--- src/rtl/kse_pkg.sv ---
// Types and constants shared by the keypad scan/edge encoder and its channel interfaces.
// No dependencies.
`default_nettype none

package kse_pkg;

   localparam int COL_WIDTH   = 4;
   localparam int ROW_COUNT   = 4;
   localparam int MAP_WIDTH   = 16;
   localparam int ASCII_WIDTH = 7;
   localparam int CSR_WIDTH   = 20;
   localparam int CSR_IDX_W   = 2;

   typedef logic [COL_WIDTH-1:0]   nibble_type;
   typedef logic [MAP_WIDTH-1:0]   key_map_type;
   typedef logic [ASCII_WIDTH-1:0] ascii_type;
   typedef logic [CSR_WIDTH-1:0]   csr_data_type;
   typedef logic [CSR_IDX_W-1:0]   csr_index_type;

   // Register indexes
   localparam csr_index_type CSR_SETTLE_TICKS = 2'd0;
   localparam csr_index_type CSR_GAP_TICKS    = 2'd1;
   localparam csr_index_type CSR_EDGE_MODE    = 2'd2;

   localparam csr_data_type SETTLE_RESET = 20'd100;
   localparam csr_data_type GAP_RESET    = 20'd10000;

   // Scan phase codes
   localparam logic [1:0] PH_FIRST  = 2'd0;
   localparam logic [1:0] PH_GAP    = 2'd1;
   localparam logic [1:0] PH_SECOND = 2'd2;

   localparam nibble_type ROW_IDLE = 4'hF;

   localparam nibble_type ROW_PATTERNS [ROW_COUNT] = '{4'h7, 4'hB, 4'hD, 4'hE};

   localparam ascii_type KEY_LABELS [MAP_WIDTH] = '{
      7'h31, 7'h32, 7'h33, 7'h41,   // 1 2 3 A
      7'h34, 7'h35, 7'h36, 7'h42,   // 4 5 6 B
      7'h37, 7'h38, 7'h39, 7'h43,   // 7 8 9 C
      7'h2A, 7'h30, 7'h23, 7'h44    // * 0 # D
   };

   // Label of the lowest set key, 0 when none
   function automatic ascii_type key_ascii_of(input key_map_type mask);
      ascii_type result;
      result = '0;
      for (int i = MAP_WIDTH - 1; i >= 0; i--) begin
         if (mask[i]) begin
            result = KEY_LABELS[i];
         end
      end
      return result;
   endfunction

endpackage

`default_nettype wire

--- src/rtl/kse_if.sv ---
// Valid/ready channel interfaces for the keypad scan/edge encoder.
// Depends on kse_pkg.
`default_nettype none

interface kse_req_if import kse_pkg::*; ();
   logic       valid;
   logic       ready;
   nibble_type column_lines;

   modport source (output valid, output column_lines, input ready);
   modport sink   (input valid, input column_lines, output ready);
endinterface

interface kse_rsp_if import kse_pkg::*; ();
   logic        valid;
   logic        ready;
   nibble_type  row_drive;
   logic        report_valid;
   key_map_type key_mask;
   ascii_type   key_ascii;

   modport source (output valid, output row_drive, output report_valid,
                   output key_mask, output key_ascii, input ready);
   modport sink   (input valid, input row_drive, input report_valid,
                   input key_mask, input key_ascii, output ready);
endinterface

`default_nettype wire

--- src/rtl/keypad_scan_edge_encoder_unit.sv ---
// 4x4 keypad scanner with plain or debounced rising-edge key reports, one tick per beat.
// Depends on kse_pkg and the channel interfaces in kse_if.sv.
//
// Every req beat is one scan tick carrying the sampled active-low column lines; every
// req beat yields exactly one rsp beat with the row pattern applied on that tick and,
// when a scan report completes, the key map and the ASCII label of its lowest key.
// One beat per cycle is sustained with rsp ready: the scan state updates as the beat
// is taken and the result lands in a single output register, which is refilled while
// its previous beat is being taken. A row lasts settle_ticks + 1 beats; edge mode adds
// gap_ticks beats between its two scans. Write the CSRs only while no beat is in flight.
`default_nettype none

module keypad_scan_edge_encoder_unit import kse_pkg::*; #(
   parameter int TIMER_WIDTH = 20
) (
   input  wire logic          clock,
   input  wire logic          reset,
   input  wire logic          csr_write_en,
   input  wire csr_index_type csr_index,
   input  wire csr_data_type  csr_wdata,
   kse_req_if.sink            req_chan,
   kse_rsp_if.source          rsp_chan
);

   localparam int LW = (TIMER_WIDTH > CSR_WIDTH) ? TIMER_WIDTH : CSR_WIDTH;
   localparam logic [LW-1:0] TIMER_MAX = LW'({TIMER_WIDTH{1'b1}});

   typedef logic [TIMER_WIDTH-1:0] timer_type;

   csr_data_type settle_ticks_ff, gap_ticks_ff;
   logic         edge_mode_ff;

   logic [1:0]  row_index_ff, row_index_in;
   timer_type   wait_counter_ff, wait_counter_in;
   logic [1:0]  scan_phase_ff, scan_phase_in;
   key_map_type scan_accum_ff, scan_accum_in;
   key_map_type first_scan_ff, first_scan_in;
   key_map_type previous_keys_ff, previous_keys_in;

   logic        rsp_valid_ff;
   nibble_type  row_drive_ff, row_drive_in;
   logic        report_valid_ff, report_valid_in;
   key_map_type key_mask_ff, key_mask_in;
   ascii_type   key_ascii_ff;

   logic        req_take;
   logic [LW-1:0] settle_ext, gap_ext;
   timer_type   settle_lim, gap_lim;
   key_map_type accum_new, both_scans;

   // CSRs
   always_ff @(posedge clock) begin
      if (reset) begin
         settle_ticks_ff <= SETTLE_RESET;
         gap_ticks_ff    <= GAP_RESET;
         edge_mode_ff    <= 1'b0;
      end else if (csr_write_en) begin
         unique case (csr_index)
            CSR_SETTLE_TICKS: settle_ticks_ff <= csr_wdata;
            CSR_GAP_TICKS:    gap_ticks_ff    <= csr_wdata;
            CSR_EDGE_MODE:    edge_mode_ff    <= csr_wdata[0];
            default: ;
         endcase
      end
   end

   // Limits clamp to the timer range
   always_comb begin
      settle_ext = LW'(settle_ticks_ff);
      gap_ext    = LW'(gap_ticks_ff);
      settle_lim = TIMER_WIDTH'((settle_ext > TIMER_MAX) ? TIMER_MAX : settle_ext);
      gap_lim    = TIMER_WIDTH'((gap_ext > TIMER_MAX) ? TIMER_MAX : gap_ext);
   end

   assign req_take       = req_chan.valid && req_chan.ready;
   assign req_chan.ready = !rsp_valid_ff || rsp_chan.ready;

   // One scan tick
   always_comb begin
      row_index_in     = row_index_ff;
      wait_counter_in  = wait_counter_ff;
      scan_phase_in    = scan_phase_ff;
      scan_accum_in    = scan_accum_ff;
      first_scan_in    = first_scan_ff;
      previous_keys_in = previous_keys_ff;
      row_drive_in     = ROW_IDLE;
      report_valid_in  = 1'b0;
      key_mask_in      = '0;

      accum_new = scan_accum_ff;
      accum_new[{row_index_ff, 2'b00} +: COL_WIDTH] =
         scan_accum_ff[{row_index_ff, 2'b00} +: COL_WIDTH] | ~req_chan.column_lines;
      both_scans = first_scan_ff & accum_new;

      if (scan_phase_ff == PH_GAP) begin
         if (wait_counter_ff >= gap_lim) begin
            scan_phase_in   = PH_SECOND;
            wait_counter_in = '0;
         end else begin
            wait_counter_in = wait_counter_ff + 1'b1;
         end
      end else begin
         row_drive_in = ROW_PATTERNS[row_index_ff];
         if (wait_counter_ff < settle_lim) begin
            wait_counter_in = wait_counter_ff + 1'b1;
         end else begin
            wait_counter_in = '0;
            if (row_index_ff != 2'd3) begin
               row_index_in  = row_index_ff + 2'd1;
               scan_accum_in = accum_new;
            end else begin
               row_index_in  = 2'd0;
               scan_accum_in = '0;
               if (!edge_mode_ff) begin
                  report_valid_in = 1'b1;
                  key_mask_in     = accum_new;
                  scan_phase_in   = PH_FIRST;
               end else if (scan_phase_ff != PH_SECOND) begin
                  first_scan_in = accum_new;
                  if (gap_lim == '0) begin
                     scan_phase_in = PH_SECOND;
                  end else begin
                     scan_phase_in   = PH_GAP;
                     wait_counter_in = TIMER_WIDTH'(1);
                  end
               end else begin
                  key_mask_in      = both_scans & ~previous_keys_ff;
                  previous_keys_in = both_scans;
                  report_valid_in  = 1'b1;
                  scan_phase_in    = PH_FIRST;
               end
            end
         end
      end
   end

   always_ff @(posedge clock) begin
      if (reset) begin
         row_index_ff     <= '0;
         wait_counter_ff  <= '0;
         scan_phase_ff    <= PH_FIRST;
         scan_accum_ff    <= '0;
         first_scan_ff    <= '0;
         previous_keys_ff <= '0;
         rsp_valid_ff     <= 1'b0;
      end else begin
         if (req_take) begin
            row_index_ff     <= row_index_in;
            wait_counter_ff  <= wait_counter_in;
            scan_phase_ff    <= scan_phase_in;
            scan_accum_ff    <= scan_accum_in;
            first_scan_ff    <= first_scan_in;
            previous_keys_ff <= previous_keys_in;
            rsp_valid_ff     <= 1'b1;
         end else if (rsp_chan.ready) begin
            rsp_valid_ff     <= 1'b0;
         end
      end
   end

   // Result register, payload only
   always_ff @(posedge clock) begin
      if (req_take) begin
         row_drive_ff    <= row_drive_in;
         report_valid_ff <= report_valid_in;
         key_mask_ff     <= key_mask_in;
         key_ascii_ff    <= key_ascii_of(key_mask_in);
      end
   end

   assign rsp_chan.valid        = rsp_valid_ff;
   assign rsp_chan.row_drive    = row_drive_ff;
   assign rsp_chan.report_valid = report_valid_ff;
   assign rsp_chan.key_mask     = key_mask_ff;
   assign rsp_chan.key_ascii    = key_ascii_ff;

endmodule

`default_nettype wire
--- src/flat_wrapper.sv ---
// flat-port wrapper written by rule: the top's interface ports become plain ports
module keypad_scan_edge_encoder_unit_flat import kse_pkg::*;
#(
   parameter int TIMER_WIDTH = 20
)
  (clock, reset, csr_write_en, csr_index, csr_wdata, req_chan_valid, req_chan_column_lines, req_chan_ready, rsp_chan_valid, rsp_chan_row_drive, rsp_chan_report_valid, rsp_chan_key_mask, rsp_chan_key_ascii, rsp_chan_ready);
  kse_req_if req_chan_i ();
  kse_rsp_if rsp_chan_i ();
  input  wire logic clock;
  input  wire logic reset;
  input  wire logic csr_write_en;
  input  wire csr_index_type csr_index;
  input  wire csr_data_type csr_wdata;
  input wire logic [$bits(req_chan_i.valid)-1:0] req_chan_valid;
  input wire logic [$bits(req_chan_i.column_lines)-1:0] req_chan_column_lines;
  output wire logic [$bits(req_chan_i.ready)-1:0] req_chan_ready;
  output wire logic [$bits(rsp_chan_i.valid)-1:0] rsp_chan_valid;
  output wire logic [$bits(rsp_chan_i.row_drive)-1:0] rsp_chan_row_drive;
  output wire logic [$bits(rsp_chan_i.report_valid)-1:0] rsp_chan_report_valid;
  output wire logic [$bits(rsp_chan_i.key_mask)-1:0] rsp_chan_key_mask;
  output wire logic [$bits(rsp_chan_i.key_ascii)-1:0] rsp_chan_key_ascii;
  input wire logic [$bits(rsp_chan_i.ready)-1:0] rsp_chan_ready;
  assign req_chan_i.valid = req_chan_valid;
  assign req_chan_i.column_lines = req_chan_column_lines;
  assign req_chan_ready = req_chan_i.ready;
  assign rsp_chan_valid = rsp_chan_i.valid;
  assign rsp_chan_row_drive = rsp_chan_i.row_drive;
  assign rsp_chan_report_valid = rsp_chan_i.report_valid;
  assign rsp_chan_key_mask = rsp_chan_i.key_mask;
  assign rsp_chan_key_ascii = rsp_chan_i.key_ascii;
  assign rsp_chan_i.ready = rsp_chan_ready;
  keypad_scan_edge_encoder_unit #(.TIMER_WIDTH(TIMER_WIDTH)) u_core (.clock(clock), .reset(reset), .csr_write_en(csr_write_en), .csr_index(csr_index), .csr_wdata(csr_wdata), .req_chan(req_chan_i), .rsp_chan(rsp_chan_i));
endmodule
--- config.mk ---
export PLATFORM = sky130hd
export DESIGN_NAME = keypad_scan_edge_encoder_unit_flat
export DESIGN_NICKNAME = d
export VERILOG_FILES = /design/src/rtl/kse_pkg.sv /design/src/rtl/kse_if.sv /design/src/rtl/keypad_scan_edge_encoder_unit.sv /design/src/flat_wrapper.sv
export SDC_FILE = /design/constraint.sdc
export NUM_CORES = 1
export LEC_CHECK = 0
export BUFFER_PORTS_ARGS = -buffer_cell sky130_fd_sc_hd__buf_2
export CAP_MARGIN = 15
export CORE_MARGIN = 1.5
export CORE_UTILIZATION = 50
export CTS_BUF_LIST = sky130_fd_sc_hd__clkbuf_8
export DETAILED_ROUTE_END_ITERATION = 7
export GPL_ROUTABILITY_DRIVEN = 0
export PLACE_DENSITY = 0.71
export SYNTH_ARGS = -nofsm -noshare
export SYNTH_HDL_FRONTEND = slang
export SYNTH_SLANG_ARGS = --single-unit
--- constraint.sdc ---
create_clock -name clock -period 3.1 [get_ports clock]
set_input_delay 0.62 -clock clock [delete_from_list [all_inputs] [get_ports clock]]
set_output_delay 0.62 -clock clock [all_outputs]
set_load 0.05 [all_outputs]
# Word level (Yosys, flattened, before mapping)
# Index checks and enable logic that the tools add are counted.
# word_totals
regBits,142
latch_bits,0
ramBits,0
rom_bits,0
out_inout_bits,30
elab_cells,109
n_memories,0
# classes
add_sub_neg,3
mul,0
div,0
magnitude_cmp,5
eq_ne,8
n_shift,3
n_mux,46
bitwise,10
n_reduce_logical,17
# ops
cell,count
20-bit two-way mux,8
16-bit two-way mux,6
7-bit two-way mux,13
20-bit > comparator (second input constant),2
16-bit AND,2
20-bit by 1-bit adder with 20-bit output (second input constant),1
20-bit >= comparator,1
20-bit logical NOT,1
20-bit < comparator,1
2-bit two-way mux,10
16-bit bitwise mux,1
16-bit NOT,1
4-bit by 6-bit variable shift with 16-bit output (first input constant),1
16-bit by 5-bit indexed part select with 4-bit output,1
4-bit by 6-bit indexed part select with 16-bit output,1
6-bit AND reduction,2
9-bit OR reduction,1
4-bit binary-select mux with 2-bit select,1
4-bit two-way mux,2
2-bit != test (second input constant),3
4-bit negator with 6-bit output,1
2-bit AND reduction,3
3-bit OR reduction,2
1-bit two-way mux,5
other kinds (17),22

# Logic depth before layout (Yosys ltp)
# Gate-level depths: netlist of the first run.
# depth
ltp_word,26
depth_mapped,11

# Worst setup path after synthesis of the first run
# No wires, ideal clock.
# synth_path
path_type,input port to flip-flop
start,input rsp_chan_ready
end,register u_core.wait_counter_ff[19]
t_arrival_ns,3.376
required_time_ns,2.963
slack_ns,-0.412
path_stages,9
path_buffers,1
cell_sequence,nand2b_1 > nand2_1 > inv_1 > clkbuf_1 > nand4_1 > nor2_1 > nand4_1 > xor2_1 > nor2_1
# synth_via
elab_chain_cells,2
# synth_rtl
element,line_no,text
start: declaration,flat_wrapper.sv:22,input wire logic [$bits(rsp_chan_i.ready)-1:0] rsp_chan_ready;
1-bit logical OR,keypad_scan_edge_encoder_unit.sv:76,assign req_chan.ready = !rsp_valid_ff || rsp_chan.ready;
1-bit logical AND,keypad_scan_edge_encoder_unit.sv:75,assign req_take = req_chan.valid && req_chan.ready;
net u_core.req_take,keypad_scan_edge_encoder_unit.sv:46,logic req_take;
end signal: assignment,keypad_scan_edge_encoder_unit.sv:149,wait_counter_ff <= wait_counter_in;
end: declaration,keypad_scan_edge_encoder_unit.sv:34,"timer_type wait_counter_ff, wait_counter_in;"
# The timed path passes the listed nets, and every way through them passes these cells.
# A chain may end at the register's enable or synchronous reset.

# Final worst setup path of the first run
# layout_path
start,register u_core.row_index_ff[1]
end,"register u_core.key_ascii_ff[6] (netlist: u_core.rsp_chan.key_ascii[6]), data pin"
# layout_via
elab_chain_cells,24
# layout_rtl
element,line_no,text
start: declaration,keypad_scan_edge_encoder_unit.sv:33,"logic [1:0] row_index_ff, row_index_in;"
start signal: assignment,keypad_scan_edge_encoder_unit.sv:148,row_index_ff <= row_index_in;
16-bit by 5-bit indexed part select with 4-bit output,keypad_scan_edge_encoder_unit.sv:92,"scan_accum_ff[{row_index_ff, 2'b00} +: COL_WIDTH] | ~req_chan.column_lines;"
4-bit bitwise OR,keypad_scan_edge_encoder_unit.sv:92,
4-bit by 6-bit indexed part select with 16-bit output,keypad_scan_edge_encoder_unit.sv:91,"accum_new[{row_index_ff, 2'b00} +: COL_WIDTH] ="
16-bit bitwise mux,keypad_scan_edge_encoder_unit.sv:91,
16-bit AND,keypad_scan_edge_encoder_unit.sv:93,both_scans = first_scan_ff & accum_new;
16-bit AND,keypad_scan_edge_encoder_unit.sv:127,key_mask_in = both_scans & ~previous_keys_ff;
16-bit two-way mux,keypad_scan_edge_encoder_unit.sv:118,end else if (scan_phase_ff != PH_SECOND) begin
16-bit two-way mux,keypad_scan_edge_encoder_unit.sv:114,if (!edge_mode_ff) begin
16-bit two-way mux *,keypad_scan_edge_encoder_unit.sv:108,if (row_index_ff != 2'd3) begin
16-bit two-way mux *,keypad_scan_edge_encoder_unit.sv:104,if (wait_counter_ff < settle_lim) begin
16-bit two-way mux *,keypad_scan_edge_encoder_unit.sv:95,if (scan_phase_ff == PH_GAP) begin
7-bit two-way mux (13 in a row),kse_pkg.sv:49,if (mask[i]) begin
end signal: assignment,keypad_scan_edge_encoder_unit.sv:167,key_ascii_ff <= key_ascii_of(key_mask_in);
end: declaration,keypad_scan_edge_encoder_unit.sv:44,ascii_type key_ascii_ff;
# Mark *: on every way between the ends. The rest lies on a longest branch, timed or not.

==> results of run 1 <==
==> worst register-to-register path: stages (launching register included) <==
cell      delay (ps)
dfxtp_1          530
inv_1            140
ha_1             360
nor4bb_1          80
buf_4            150
o21ai_1          140
o2bb2a_1         280
a21oi_1          270
nor4b_2          340
o221ai_1         180
a211oi_1         230
==> logic make-up after synthesis <==
group,count (synthesis),synth area share (%)
AND/OR/NAND/NOR,344,22.0
AO/OA/AOI/OAI,199,16.9
flip-flops,142,42.0
buffers and inverters,103,5.37
adder cells (fa/ha/maj),46,7.74
multiplexers,24,3.90
XOR/XNOR,18,2.12
==> state kept, by name (all words and copies together), names as in the netlist, 2 cells and up <==
name,cells
u_core.first_scan_ff,16
u_core.gap_ext,20
u_core.previous_keys_ff,16
u_core.row_index_ff,2
u_core.rsp_chan.key_ascii,7
u_core.rsp_chan.key_mask,16
u_core.rsp_chan.row_drive,4
u_core.scan_accum_ff,16
u_core.scan_phase_ff,2
u_core.settle_ext,20
u_core.wait_counter_ff,20
==> final cells by class <==
cell class | instances | area [sq um] | share of cell area (%)
tap | 184 | 230 | 2.74
clock buffer | 18 | 248 | 2.95
clock inverter | 14 | 110 | 1.31
inverter | 62 | 233 | 2.77
multi-input combinational | 631 | 3930 | 46.7
timing repair buffer | 89 | 531 | 6.31
sequential | 142 | 3120 | 37.2
==> power groups by stage <==
stage | combinational (mW) | clock (mW) | sequential, mW
4_1_cts | 0.287 | 1.42 | 1.94
5_1_grt | 0.315 | 1.50 | 1.94
2_1_floorplan | 0.134 | 0 | 2.03
3_3_place_gp | 0.282 | 0 | 1.98
6_report | 0.287 | 1.40 | 1.94
3_5_place_dp | 0.286 | 0 | 1.98
==> routing by layer <==
layer | share of wire [%] | wire (um) | vias to the layer above | track usage [%]
met2 | 44 | 8180 | 182 | 36.7
met3 | 6.4 | 1200 | 22 | 7.10
met5 | 0 | 0 | - | 0
met1 | 48 | 9070 | 3070 | 35.4
li1 | - | - | 3188 | -
met4 | 1.4 | 255 | 0 | 7.89
==> through the flow <==
step	std cells	worst slack, ps	total power [mW]	hold slack [ps]	utilization, %
after floorplan	876	155	2.17	427	-
after global placement	1108	264	2.26	433	55.3
after detailed placement	1108	192	2.27	439	55.3
after CTS	1140	17.8	3.65	368	57.8
after global routing	1140	37.1	3.76	376	57.8
final	1140	222	3.62	391	57.8
==> path summary, 6_finish.rpt <==
check | end | slack (ps)
worst max-delay path | u_core.rsp_chan.key_ascii[6] | 220
worst min-delay path | u_core.settle_ext[5] | 390
worst max register to register | u_core.rsp_chan.key_ascii[6] | 220
worst min register to register | u_core.previous_keys_ff[13] | 450
==> synthesized netlist by cell type, drive strengths merged, types with 3 or more instances <==
cell type | instances | area, sq um
nand2 | 131 | 499
dfxtp | 114 | 2280
nor2 | 88 | 330
a21oi | 87 | 435
inv | 62 | 233
ha | 46 | 576
clkbuf | 35 | 131
o21ai | 33 | 176
edfxtp | 28 | 841
nand3 | 22 | 110
nand2b | 21 | 131
mux2i | 20 | 200
a211oi | 18 | 135
xor2 | 14 | 123
and2 | 13 | 81.3
nor2b | 12 | 75.1
o211ai | 12 | 90.1
nand3b | 9 | 67.6
nor3 | 9 | 45.0
nand4 | 8 | 50.1
and3 | 6 | 37.5
buf | 6 | 35.0
a21o | 5 | 37.5
nor4 | 5 | 31.3
or3 | 5 | 31.3
a22oi | 4 | 30.0
mux4 | 4 | 90.1
xnor2 | 4 | 35.0
a21boi | 3 | 22.5
a311oi | 3 | 26.3
o2111ai | 3 | 26.3
o21a | 3 | 22.5
==> repair_timing <==
| item | in CTS | in global routing |
|---|---|---|
| endpoints found under the setup margin | 0 | 6 |
| hold buffers | 0 | 0 |
| resized for setup | 0 | 2 |
==> results.cfg, run 1 <==
[run_status]
status = finished clean

[floorplan]
die_w_um = 125
initial_core_util_pct = 51.2
rows = 44
io_pins = 61
die-area_sq_um = 15600
core_sq_um = 14500
fp.dieH_um = 125

[flow_run]
cap_violations = 0

[sta]
layout_min_cycle_time_ps = 2880
min_period_over_period_pct = 92.8
fmax_mhz = 348
setup_viol = 0
max_slew.worst_pin.slew_ps = 823
finalSetupTns_ps = 0
fin_skew_ps = 14.0
rsz0062_at_grt = false
drv_slew = 0
hold_viol_final = 0
relSlewSlack_pct = 45.0

[critical_path]
worstSetupStartpointType = flop
r2r-start = u_core.row_index_ff[1]
required_ps = 3380
crit_chain = inv_1 > ha_1 > nor4bb_1 > buf_4 > o21ai_1 > o2bb2a_1 > a21oi_1 > nor4b_2 > o221ai_1 > a211oi_1
cp.buffers_inverters = 2
crit_family = compound AO/OA/AOI/OAI gates
slowest_stage = dfxtp_1
critPathMaxStageDelay_ps = 530
crit_type = reg2reg
crit_fanout = 9
crit_start = u_core.row_index_ff[1]
worstRegToRegCells = 10
path_depth = 10
cp.arrival_ps = 3160
endpoint_kind = flop

[route]
routedWlPerCell_um = 16.4
first_pass_iters = 5
drt_iter0_markers = 630
via_per_inst = 5.67
wl_mm = 18.7
drc = 0
drtAntennaViolNets = 0
vias = 6462

[logic_synthesis]
ys_async_sr_fraction_pct = 0
ys_seq_elements = 142
synth_edf_count = 28
synth_nets = 953
synth.distinct_cells = 70
synth-main-ff-cell = dfxtp_1
netlist_area_sq_um = 7430
ys_warn_count = 0
syn_inst = 876
avgSynthCellArea_sq_um = 8.49
synth-seq-area-share_pct = 42.0

[power_and_ir_drop]
max-vdd-ir-drop_v = 0.000250
power_switching_mw = 0.917
seq_power_share_pct = 53.5
p_clk_share_pct = 38.6
p_leak_nw = 3.23
p_comb_share_pct = 7.9
switching_share_pct = 25.3
pwr_density_cell_nw_per_um2 = 431
cell_internal_pwr_mw = 2.71

[global_routing]
grt_pass1_wl_mm = 31.0
grt_max_degree = 53
antenna_found_initial = 0
first_global_vias = 6058
overflow = 0
track_usage_pct = 24.9

[clock_network]
path_clk_slew_ps = 80
cts_tree = built
clock_sinks = 142
clk_latency_ps = 470
cts_root_buf = clkbuf_8
htree_levels = 4
cts_max_path_buffers = 2
cts_buffers = 17
cts_setup_buffers = 0

[final_layout]
finalInstanceArea_sq_um = 8400
num_antenna_cells = 0
synthToLayoutAreaGrowth_pct = 13.0
num-nets-final = 1020
fillCellCount = 1364
final_cell_mix = nand2_1, dfxtp_1, nor2_1
final_common_cell = nand2_1
layout-drive-gt1-share_pct = 13.7

[placement]
dpl_cell_area_sq_um = 8040
post-dp-hpwl_mm = 13.3
placement.io_buffers = 60

[worst_hold_path]
hold_path_depth = 3
hold_path_class = in2reg
min-delay-start = csr_wdata[5]
No activity file was read; power rests on OpenSTA's default activity.
==> inputs of run 2 (changes only) <==
--- a/config.mk
+++ b/config.mk
@@ -7,7 +7,6 @@
 export LEC_CHECK = 0
 export BUFFER_PORTS_ARGS = -buffer_cell sky130_fd_sc_hd__buf_2
 export CAP_MARGIN = 15
-export CORE_MARGIN = 1.5
 export CORE_UTILIZATION = 50
 export CTS_BUF_LIST = sky130_fd_sc_hd__clkbuf_8
 export DETAILED_ROUTE_END_ITERATION = 7
==> results.cfg, run 2 (synthesized netlist as in run 1, its figures left out) <==
[route]
routedWlPerCell_um = 16.3
drtAntennaViolNets = 0
via_per_inst = 5.64
vias = 6448
drt_iter0_markers = 523
drc = 0
wl_mm = 18.6
first_pass_iters = 5

[run_status]
status = finished clean

[global_routing]
overflow = 0
track_usage_pct = 25.8
grt_max_degree = 88
antenna_found_initial = 0
first_global_vias = 5924
grt_pass1_wl_mm = 30.2

[power_and_ir_drop]
cell_internal_pwr_mw = 2.83
power_mw = 3.77
p_leak_nw = 3.26
power_switching_mw = 0.940
max-vdd-ir-drop_v = 0.000258
p_clk_share_pct = 40.9
switching_share_pct = 24.9
p_comb_share_pct = 7.6
seq_power_share_pct = 51.5
pwr_density_cell_nw_per_um2 = 444

[flow_run]
cap_violations = 0

[final_layout]
final_common_cell = nand2_1
final_cell_mix = nand2_1, dfxtp_1, nor2_1
synthToLayoutAreaGrowth_pct = 14.0
fillCellCount = 1339
layout-drive-gt1-share_pct = 14.4
num-nets-final = 1023
num_antenna_cells = 0
finalInstanceArea_sq_um = 8480

[clock_network]
clock_sinks = 142
cts_setup_buffers = 0
cts_resized = 0
cts_max_path_buffers = 2
hold_buffers = 0
path_clk_slew_ps = 80
htree_levels = 4
cts_tree = built
clk_latency_ps = 470
cts_buffers = 17
cts_root_buf = clkbuf_8

[sta]
finalSetupTns_ps = 0
drv_slew = 0
fmax_mhz = 348
max_slew.worst_pin.slew_ps = 960
hold_viol_final = 0
setup_viol = 0
relSlewSlack_pct = 36.0
layout_min_cycle_time_ps = 2880
min_period_over_period_pct = 92.8
rsz0062_at_grt = false
fin_skew_ps = 12.1

[floorplan]
initial_core_util_pct = 51.2
rows = 44
die_w_um = 124
core_sq_um = 14500
die-area_sq_um = 15400
io_pins = 61
fp.dieH_um = 124

[critical_path]
critPathMaxStageDelay_ps = 530
slowest_stage = dfxtp_1
endpoint_kind = flop
crit_type = reg2reg
cp.arrival_ps = 3160
r2r_setup_slack_ps = 220
crit_family = compound AO/OA/AOI/OAI gates
worstSetupStartpointType = flop
path_depth = 10
crit_chain = inv_1 > ha_1 > and4bb_2 > o21a_1 > o21ai_0 > buf_4 > and2_1 > nor3b_1 > o211ai_1 > a211oi_1
required_ps = 3380
cp.buffers_inverters = 2
crit_fanout = 8
worstRegToRegCells = 10

[placement]
dpl_cell_area_sq_um = 8070
post-dp-hpwl_mm = 13.3
placement.io_buffers = 60

[worst_hold_path]
hold_path_class = in2reg
hold_path_depth = 3
==> run 2: worst reg2reg max path, stage by stage, from the launching register on <==
cell and delay [ps]:
dfxtp_1 530, inv_1 140, ha_1 370, and4bb_2 300, o21a_1 140, o21ai_0 220
buf_4 190, and2_1 220, nor3b_1 210, o211ai_1 120, a211oi_1 250
==> run 2: cell type report <==
| class | instances | area, sq um | share of cell area [%] |
|---|---|---|---|
| timing repair buffer | 92 | 553 | 6.52 |
| multi-input combinational | 631 | 3930 | 46.4 |
| clock inverter | 13 | 145 | 1.71 |
| inverter | 62 | 233 | 2.74 |
| sequential | 142 | 3120 | 36.8 |
| tap | 184 | 230 | 2.72 |
| clock buffer | 19 | 262 | 3.08 |
==> run 2: final timing paths <==
| kind | endpoint | startpoint |
|---|---|---|
| max | u_core.rsp_chan.key_ascii[2] | u_core.row_index_ff[0] |
| min | u_core.gap_ext[14] | csr_wdata[14] |
| max reg2reg | u_core.rsp_chan.key_ascii[2] | u_core.row_index_ff[0] |
| min reg2reg | u_core.previous_keys_ff[13] | u_core.previous_keys_ff[13] |
==> run 2: per-stage QoR <==
step	hold slack [ps]	setup slack (ps)	utilization, %	std cells
after floorplan	427	155	-	876
after global placement	434	292	55.5	1111
after global routing	397	4.23	58.3	1143
after detailed placement	440	226	55.5	1111
after CTS	382	204	58.3	1143
final	394	222	58.3	1143
==> run 2: per-layer routing <==
metal / track usage [%] / up-vias / routed length, um
li1: - / 3195 / -
met1: 37.3 / 3029 / 9150
met2: 39.0 / 197 / 8170
met3: 4.49 / 27 / 1020
met4: 8.11 / 0 / 282
met5: 0 / - / 0
==> run 2: power groups by stage <==
stage / sequential (mW) / clock [mW] / combinational (mW)
detailed placement: 1.98 / 0 / 0.286
global route: 1.94 / 1.64 / 0.320
CTS: 1.94 / 1.55 / 0.286
finish: 1.94 / 1.54 / 0.288
global placement: 1.98 / 0 / 0.280
floorplan: 2.03 / 0 / 0.134
